==> src/tls_pkg.sv <==
// ----------------------------------------------------------------------------
// tls_pkg
// Shared types and constants for the traffic light sequencer: payload
// structs, configuration register map and reset values, phase and lamp codes.
// ----------------------------------------------------------------------------
package tls_pkg;

  localparam int CFG_W     = 10;
  localparam int CFG_IDX_W = 3;
  localparam int PHASE_W   = 3;
  localparam int LIGHT_W   = 2;

  // register map
  localparam logic [CFG_IDX_W-1:0] REG_MAIN_GREEN_MIN = 3'd0;
  localparam logic [CFG_IDX_W-1:0] REG_MAIN_GREEN_MAX = 3'd1;
  localparam logic [CFG_IDX_W-1:0] REG_AUX_GREEN_MIN  = 3'd2;
  localparam logic [CFG_IDX_W-1:0] REG_AUX_GREEN_MAX  = 3'd3;
  localparam logic [CFG_IDX_W-1:0] REG_YELLOW_TICKS   = 3'd4;
  localparam logic [CFG_IDX_W-1:0] REG_CLEAR_TICKS    = 3'd5;

  localparam logic [CFG_W-1:0] RST_MAIN_GREEN_MIN = 10'd100;
  localparam logic [CFG_W-1:0] RST_MAIN_GREEN_MAX = 10'd600;
  localparam logic [CFG_W-1:0] RST_AUX_GREEN_MIN  = 10'd100;
  localparam logic [CFG_W-1:0] RST_AUX_GREEN_MAX  = 10'd300;
  localparam logic [CFG_W-1:0] RST_YELLOW_TICKS   = 10'd60;
  localparam logic [CFG_W-1:0] RST_CLEAR_TICKS    = 10'd20;

  // lamp codes
  localparam logic [LIGHT_W-1:0] LIGHT_RED    = 2'd0;
  localparam logic [LIGHT_W-1:0] LIGHT_YELLOW = 2'd1;
  localparam logic [LIGHT_W-1:0] LIGHT_GREEN  = 2'd2;

  // phase numbers as reported
  localparam logic [PHASE_W-1:0] PNUM_AUX_YELLOW  = 3'd0;
  localparam logic [PHASE_W-1:0] PNUM_CLEAR_A     = 3'd1;
  localparam logic [PHASE_W-1:0] PNUM_MAIN_GREEN  = 3'd2;
  localparam logic [PHASE_W-1:0] PNUM_MAIN_YELLOW = 3'd3;
  localparam logic [PHASE_W-1:0] PNUM_CLEAR_B     = 3'd4;
  localparam logic [PHASE_W-1:0] PNUM_AUX_GREEN   = 3'd5;

  typedef enum logic [5:0] {
    PH_AUX_YELLOW  = 6'b000001,
    PH_CLEAR_A     = 6'b000010,
    PH_MAIN_GREEN  = 6'b000100,
    PH_MAIN_YELLOW = 6'b001000,
    PH_CLEAR_B     = 6'b010000,
    PH_AUX_GREEN   = 6'b100000
  } phase_t;

  typedef struct packed {
    logic main_ped_button;
    logic aux_ped_button;
    logic car_sensor_a;
    logic car_sensor_b;
  } tls_in_t;

  typedef struct packed {
    logic [PHASE_W-1:0] phase;
    logic [LIGHT_W-1:0] main_light;
    logic [LIGHT_W-1:0] aux_light;
    logic               infraction;
  } tls_out_t;

  typedef struct packed {
    logic [CFG_W-1:0] main_green_min;
    logic [CFG_W-1:0] main_green_max;
    logic [CFG_W-1:0] aux_green_min;
    logic [CFG_W-1:0] aux_green_max;
    logic [CFG_W-1:0] yellow_ticks;
    logic [CFG_W-1:0] clear_ticks;
  } tls_cfg_t;

  function automatic tls_out_t make_result(phase_t ph, logic infr);
    tls_out_t r;
    r.main_light = LIGHT_RED;
    r.aux_light  = LIGHT_RED;
    r.infraction = infr;
    case (ph)
      PH_AUX_YELLOW: begin
        r.phase     = PNUM_AUX_YELLOW;
        r.aux_light = LIGHT_YELLOW;
      end
      PH_MAIN_GREEN: begin
        r.phase      = PNUM_MAIN_GREEN;
        r.main_light = LIGHT_GREEN;
      end
      PH_MAIN_YELLOW: begin
        r.phase      = PNUM_MAIN_YELLOW;
        r.main_light = LIGHT_YELLOW;
      end
      PH_CLEAR_B: begin
        r.phase = PNUM_CLEAR_B;
      end
      PH_AUX_GREEN: begin
        r.phase     = PNUM_AUX_GREEN;
        r.aux_light = LIGHT_GREEN;
      end
      default: begin
        r.phase = PNUM_CLEAR_A;
      end
    endcase
    return r;
  endfunction

endpackage

==> src/traffic_light_sequencer_unit.sv <==
// ----------------------------------------------------------------------------
// traffic_light_sequencer_unit
// An accepted tick is loaded into the input register, then into the result
// register when that is free or being drained. Throughput: one tick per
// cycle while the result side does not stall; the phase update between the
// two registers is combinational. Reset: phase 1 (all red), timer and latches
// cleared, timing registers at their defaults, no word in flight.
// ----------------------------------------------------------------------------
module traffic_light_sequencer_unit #(
  parameter int TIMER_BITS = 11
) (
  input  logic                          clk,
  input  logic                          rst,
  input  logic                          in_valid,
  output logic                          in_ready,
  input  tls_pkg::tls_in_t              in_data,
  output logic                          out_valid,
  input  logic                          out_ready,
  output tls_pkg::tls_out_t             out_data,
  input  logic                          cfg_valid,
  output logic                          cfg_ready,
  input  logic [tls_pkg::CFG_IDX_W-1:0] cfg_index,
  input  logic [tls_pkg::CFG_W-1:0]     cfg_data
);
  import tls_pkg::*;

  tls_cfg_t regs;
  tls_in_t  item;
  logic     item_valid;
  logic     step;
  tls_out_t result;

  // input stage moves on when the result register is free or being drained
  assign step     = item_valid && (!out_valid || out_ready);
  assign in_ready = !item_valid || step;

  tls_cfg u_cfg (
    .clk       (clk),
    .rst       (rst),
    .cfg_valid (cfg_valid),
    .cfg_ready (cfg_ready),
    .cfg_index (cfg_index),
    .cfg_data  (cfg_data),
    .regs      (regs)
  );

  tls_core #(
    .TIMER_BITS (TIMER_BITS)
  ) u_core (
    .clk    (clk),
    .rst    (rst),
    .step   (step),
    .item   (item),
    .regs   (regs),
    .result (result)
  );

  always_ff @(posedge clk) begin
    if (rst) begin
      item_valid <= 1'b0;
      out_valid  <= 1'b0;
    end else begin
      if (in_valid && in_ready) begin
        item_valid <= 1'b1;
      end else if (step) begin
        item_valid <= 1'b0;
      end
      if (step) begin
        out_valid <= 1'b1;
      end else if (out_ready) begin
        out_valid <= 1'b0;
      end
    end
  end

  always_ff @(posedge clk) begin
    if (in_valid && in_ready) begin
      item <= in_data;
    end
    if (step) begin
      out_data <= result;
    end
  end

endmodule

==> src/tls_cfg.sv <==
// ----------------------------------------------------------------------------
// tls_cfg
// Timing register file: six 10-bit tick counts written through the
// configuration channel, out-of-range indexes dropped.
// ----------------------------------------------------------------------------
module tls_cfg (
  input  logic                          clk,
  input  logic                          rst,
  input  logic                          cfg_valid,
  output logic                          cfg_ready,
  input  logic [tls_pkg::CFG_IDX_W-1:0] cfg_index,
  input  logic [tls_pkg::CFG_W-1:0]     cfg_data,
  output tls_pkg::tls_cfg_t             regs
);
  import tls_pkg::*;

  tls_cfg_t regs_next;

  assign cfg_ready = 1'b1;

  always_comb begin
    regs_next = regs;
    if (cfg_valid) begin
      case (cfg_index)
        REG_MAIN_GREEN_MIN: regs_next.main_green_min = cfg_data;
        REG_MAIN_GREEN_MAX: regs_next.main_green_max = cfg_data;
        REG_AUX_GREEN_MIN:  regs_next.aux_green_min  = cfg_data;
        REG_AUX_GREEN_MAX:  regs_next.aux_green_max  = cfg_data;
        REG_YELLOW_TICKS:   regs_next.yellow_ticks   = cfg_data;
        REG_CLEAR_TICKS:    regs_next.clear_ticks    = cfg_data;
        default:            regs_next = regs;
      endcase
    end
  end

  always_ff @(posedge clk) begin
    if (rst) begin
      regs.main_green_min <= RST_MAIN_GREEN_MIN;
      regs.main_green_max <= RST_MAIN_GREEN_MAX;
      regs.aux_green_min  <= RST_AUX_GREEN_MIN;
      regs.aux_green_max  <= RST_AUX_GREEN_MAX;
      regs.yellow_ticks   <= RST_YELLOW_TICKS;
      regs.clear_ticks    <= RST_CLEAR_TICKS;
    end else begin
      regs <= regs_next;
    end
  end

endmodule

==> src/tls_core.sv <==
// ----------------------------------------------------------------------------
// tls_core
// Phase state machine: sensor latches, saturating phase timer and the
// stay/leave decision, evaluated once per tick.
// ----------------------------------------------------------------------------
module tls_core #(
  parameter int TIMER_BITS = 11
) (
  input  logic               clk,
  input  logic               rst,
  input  logic               step,
  input  tls_pkg::tls_in_t   item,
  input  tls_pkg::tls_cfg_t  regs,
  output tls_pkg::tls_out_t  result
);
  import tls_pkg::*;

  localparam int CMP_W = (TIMER_BITS > CFG_W) ? TIMER_BITS : CFG_W;

  phase_t                phase;
  phase_t                phase_next;
  logic [TIMER_BITS-1:0] timer;
  logic [TIMER_BITS-1:0] timer_next;
  logic                  ped_latch;
  logic                  ped_latch_next;
  logic                  car_latch;
  logic                  car_latch_next;

  logic                  car;
  logic                  infr;
  logic                  ped_upd;
  logic                  car_upd;
  logic [TIMER_BITS-1:0] timer_inc;
  logic [CMP_W-1:0]      t_ext;
  logic [CMP_W-1:0]      lo;
  logic [CMP_W-1:0]      hi;
  logic                  hold_ok;
  logic                  stay;
  phase_t                phase_adv;

  assign car       = item.car_sensor_a | item.car_sensor_b;
  assign timer_inc = (timer == {TIMER_BITS{1'b1}}) ? timer : timer + 1'b1;
  assign t_ext     = CMP_W'(timer_inc);

  always_comb begin
    ped_upd = ped_latch;
    car_upd = car_latch;
    infr    = 1'b0;
    case (phase)
      PH_AUX_YELLOW: begin
        ped_upd = ped_latch;
      end
      PH_AUX_GREEN: begin
        if (!ped_latch) ped_upd = item.main_ped_button;
      end
      default: begin
        // aux road check, also for unused codes
        if (!ped_latch) ped_upd = item.aux_ped_button;
        if (!car_latch) begin
          car_upd = car;
        end else if (!car) begin
          infr    = 1'b1;
          car_upd = 1'b0;
        end
      end
    endcase
  end

  always_comb begin
    lo        = CMP_W'(regs.clear_ticks);
    hi        = CMP_W'(regs.clear_ticks);
    hold_ok   = !ped_upd && !car_upd;
    phase_adv = PH_MAIN_GREEN;
    case (phase)
      PH_AUX_YELLOW: begin
        lo        = CMP_W'(regs.yellow_ticks);
        hold_ok   = 1'b0;
        phase_adv = PH_CLEAR_A;
      end
      PH_MAIN_GREEN: begin
        lo        = CMP_W'(regs.main_green_min);
        hi        = CMP_W'(regs.main_green_max);
        phase_adv = PH_MAIN_YELLOW;
      end
      PH_MAIN_YELLOW: begin
        lo        = CMP_W'(regs.yellow_ticks);
        hi        = CMP_W'(regs.yellow_ticks);
        phase_adv = PH_CLEAR_B;
      end
      PH_CLEAR_B: begin
        phase_adv = PH_AUX_GREEN;
      end
      PH_AUX_GREEN: begin
        lo        = CMP_W'(regs.aux_green_min);
        hi        = CMP_W'(regs.aux_green_max);
        hold_ok   = !ped_upd;
        phase_adv = PH_AUX_YELLOW;
      end
      default: begin
        phase_adv = PH_MAIN_GREEN;
      end
    endcase
    stay = (t_ext < lo) || (hold_ok && (t_ext <= hi));
  end

  always_comb begin
    if (stay) begin
      phase_next     = phase;
      timer_next     = timer_inc;
      ped_latch_next = ped_upd;
      car_latch_next = car_upd;
    end else begin
      phase_next     = phase_adv;
      timer_next     = '0;
      ped_latch_next = 1'b0;
      car_latch_next = 1'b0;
    end
  end

  assign result = make_result(phase_next, infr);

  always_ff @(posedge clk) begin
    if (rst) begin
      phase     <= PH_CLEAR_A;
      timer     <= '0;
      ped_latch <= 1'b0;
      car_latch <= 1'b0;
    end else if (step) begin
      phase     <= phase_next;
      timer     <= timer_next;
      ped_latch <= ped_latch_next;
      car_latch <= car_latch_next;
    end
  end

endmodule

==> config.mk <==
export PLATFORM = sky130hd
export DESIGN_NAME = traffic_light_sequencer_unit
export DESIGN_NICKNAME = d
export VERILOG_FILES = /design/src/tls_pkg.sv /design/src/traffic_light_sequencer_unit.sv /design/src/tls_cfg.sv /design/src/tls_core.sv
export SDC_FILE = /design/constraint.sdc
export NUM_CORES = 1
export LEC_CHECK = 0
export ABC_AREA = 1
export ABC_CLOCK_PERIOD_IN_PS = 4200
export BUFFER_PORTS_ARGS = -buffer_cell sky130_fd_sc_hd__buf_4
export CORE_AREA = 5 5 121 123
export CTS_CLUSTER_DIAMETER = 100
export DETAILED_ROUTE_END_ITERATION = 8
export DIE_AREA = 0 0 126 128
export PLACE_DENSITY = 0.58
export SYNTH_ARGS = -nofsm -noshare
export SYNTH_HDL_FRONTEND = slang
export SYNTH_SLANG_ARGS = --single-unit
==> constraint.sdc <==
create_clock -name clk -period 4.2 [get_ports clk]
set_input_delay 0.63 -clock clk [delete_from_list [all_inputs] [get_ports clk]]
set_output_delay 0.63 -clock clk [all_outputs]
set_load 0.005 [all_outputs]
==> results.toml <==
[cts]
clock_latency_ns = 0.35
postCtsHoldBufs = 0
cts.clk_slew.worst_paths_ns = 0.07
numClockSinks = 93
clockRootBuffer = "clkbuf_16"
cts_tree = "built"
clk_path_buf_depth = 2
ctsResizeCount = 0
h-tree-depth = 3
cts_setup_buffers = 0
cts_inserted_buffers = 9

[hold_path]
holdPathStages = 1
worstHoldEndpoint = "item[2]$_DFFE_PP_"
hp-class = "input port to flop"
min-delay-start = "in_data[2]"

[timing]
setup_violations = 0
max_slew_margin_pct = 48.2
hold_violations = 0
rsz0062_at_grt = "no"
clock_skew_ns = 0.00987
tightestPinTransition_ns = 0.776
period_minus_slack_ns = 3.72
timing.fmax_mhz = 269
timing.final.ws_setup_ns = 0.476
finalCritPeriodShare_pct = 88.7
finalMaxSlewViolations = 0
fin_tns_setup_ns = 0

[yosys]
ys_ff_latch = 93
syn-cell-area_mm2 = 0.00501
synth-edff-count = 12
synthCells = 668
synthArstFlopShare_pct = 0
syn_area_per_cell_um2 = 7.50
ys.warnings.count = 0
syn_nets = 710
synth_ff_type = "dfxtp_1"
synth-seq-area-share_pct = 39.6
synth_cell_types = 46

[finish]
area_delta_synth_final_pct = 13.5
nFillCells = 1437
n_antenna_cell = 0
nets = 734
drive_gt1_share_pct = 15.2

[routing]
drc_errors = 0
drt_pre_antenna_iters = 7
wl_per_cell_um = 14.5
wirelength_um = 12700
vias_per_cell = 4.99
drt_iter0_markers = 297
vias = 4373
postRouteAntennaNets = 0

[grt]
grt_start_max_net_pins = 62
globalRoute.totalOverflow = 0
grt_usage_pct = 16.2
grt_pass1_vias = 4170
grt_pass1_wl_um = 21200
antenna_found_initial = 0

[pwr]
vdd_drop_max_mv = 0.198
power_switching_mw = 0.509
seqPwrFrac_pct = 48.3
p_leak_nw = 2.63
p_int_mw = 1.47
clock_power_share_pct = 41.1
switching_share_pct = 25.7
combPwrFrac_pct = 10.6
p_per_area_mw_per_mm2 = 348

[setup_path]
start_kind = "flop"
rr_worst_depth = 21
endpoint_kind = "flop"
crit_type = "flop to flop"
r2r_end = "out_data[5]$_DFFE_PP_"
cp.required_ns = 4.30
crit_arrival_ns = 3.83
r2r_start = "u_core.phase[1]$_SDFFE_PP1P_"
crit_path_max_fanout = 16
r2r_setup_slack_ns = 0.48

[die]
die_h_um = 128
fp-row-count = 43
ios = 33
die_x_um = 126
initial_core_util_pct = 36.9
core-area_mm2 = 0.0136
die_area_mm2 = 0.0161

[place]
dpl.hpwl_um = 9340
gp_congestion = 0.869
port_buffers = 31
pre_cts_ws_ns = 0.516

[outcome]
status = "completed"

[run]
maxCapViolCount = 0
## final cells by class
cell class              count  area [um^2]  share of cell area, %
inverters                  59          221                   3.90
multi-input cells         491         2670                   47.0
repair buffers             38          285                   5.02
flip-flops and latches     93         1980                   34.9
well taps                 180          225                   3.96
clock inverters             7         71.3                   1.25
clock buffers               9          225                   3.96
## power by group through the flow
stage	logic [mW]	clock network, mW	registers [mW]
after global routing	0.238	0.880	0.960
after floorplan	0.142	0	0.971
final	0.209	0.814	0.957
after global placement	0.206	0	0.976
after detailed placement	0.210	0	0.976
after CTS	0.211	0.841	0.956
## how the worst max path moves through the flow
stage / to / slack [ns] / start
after floorplan: out_data[5]$_DFFE_PP_ / 0.89 / u_core.phase[1]$_SDFFE_PP1P_
after global placement: out_data[5]$_DFFE_PP_ / 0.57 / u_core.phase[5]$_SDFFE_PP0P_
after detailed placement: out_data[5]$_DFFE_PP_ / 0.52 / u_core.phase[5]$_SDFFE_PP0P_
after CTS: out_data[5]$_DFFE_PP_ / 0.50 / u_core.phase[5]$_SDFFE_PP0P_
after global routing: out_data[5]$_DFFE_PP_ / 0.13 / u_core.phase[5]$_SDFFE_PP0P_
final: out_data[5]$_DFFE_PP_ / 0.48 / u_core.phase[1]$_SDFFE_PP1P_
## metal layers
layer | wire [um] | track usage, % | share of wire, %
met5 | 0 | 0 | 0
met3 | 540 | 3.58 | 4.3
met4 | 138 | 4.42 | 1.1
met1 | 6060 | 21.8 | 48
met2 | 5950 | 26.5 | 47
## kinds of logic after synthesis
group	synth area share [%]
compound gates	13.7
xor+xnor	1.77
fa+ha+maj	5.00
buf+inv	7.07
flops	39.6
mux	0.200
other cells	0.0749
simple gates	32.6
## cells in the final DEF (no fill, tap or decap), drive strengths merged
cell type / count
dfxtp: 81
o211ai: 3
nand3: 46
nor3b: 1
inv: 55
conb: 1
xor2: 3
a211oi: 2
clkinv: 10
nand3b: 2
a22o: 3
nand4: 10
edfxtp: 12
buf: 38
nor3: 3
a221oi: 13
and3b: 1
o2111ai: 1
o22ai: 1
nand2: 175
xnor2: 5
and3: 1
clkbuf: 9
a21o: 1
a2bb2oi: 1
mux2i: 1
ha: 20
a21oi: 37
bufinv: 1
o21ai: 58
nor2: 102
## synthesized netlist by cell type (3+ instances only)
master    count  share of area, %
a21oi_1      36               3.6
a221oi_1     13               2.3
a22o_1        3              0.52
clkbuf_1     19               1.4
clkinv_1      6              0.45
dfxtp_1      81                32
edfxtp_1     12               7.2
ha_1         20               5.0
inv_1        47               3.5
inv_2         6              0.45
nand2_1     157                12
nand2_2      12               1.5
nand2_4       6               1.3
nand3_1      35               3.5
nand3_2       9               1.8
nand4_1       9               1.1
nor2_1       89               6.7
nor2_2        8               1.0
nor2_4        3              0.67
o211ai_1      3              0.45
o21ai_0      56               5.6
xnor2_1       5              0.87
## critical path, stage by stage (launching register included)
cell      delay (ns)
dfxtp_1         0.36
inv_2           0.11
nand2_2         0.06
nor2_2          0.13
nand2_2         0.12
inv_2           0.33
nor2_8          0.09
a221oi_1        0.37
ha_1            0.32
a21o_1          0.18
a211oi_1        0.21
o21ai_0         0.11
nand2_1         0.08
nand2_2         0.18
nand2_4         0.23
nand2_1         0.07
nand2_1         0.11
nand2_2         0.08
inv_2           0.06
nand3_1         0.11
nand3_1         0.11
nand2_1         0.05
## flip-flops by register name, summed over array words and instances (netlist names)
signal / cells
item_valid: 1
u_core.phase: 6
out_data: 8
u_cfg.regs: 60
u_core.ped_latch: 1
u_core.car_latch: 1
out_valid: 1
u_core.timer: 11
item: 4
## metrics by stage
step           util, %  cells  hold slack (ns)  cell area [um^2]  power, mW
2_1_floorplan        -    668            0.425              5010       1.11
6_report          41.9    877            0.456              5680       1.98
3_3_place_gp      39.7    861            0.442              5390       1.18
5_1_grt           41.9    877            0.440              5680       2.08
4_1_cts           41.9    877            0.437              5680       2.01
3_5_place_dp      39.7    861            0.444              5390       1.19
No activity file was read; power rests on OpenSTA's default activity.
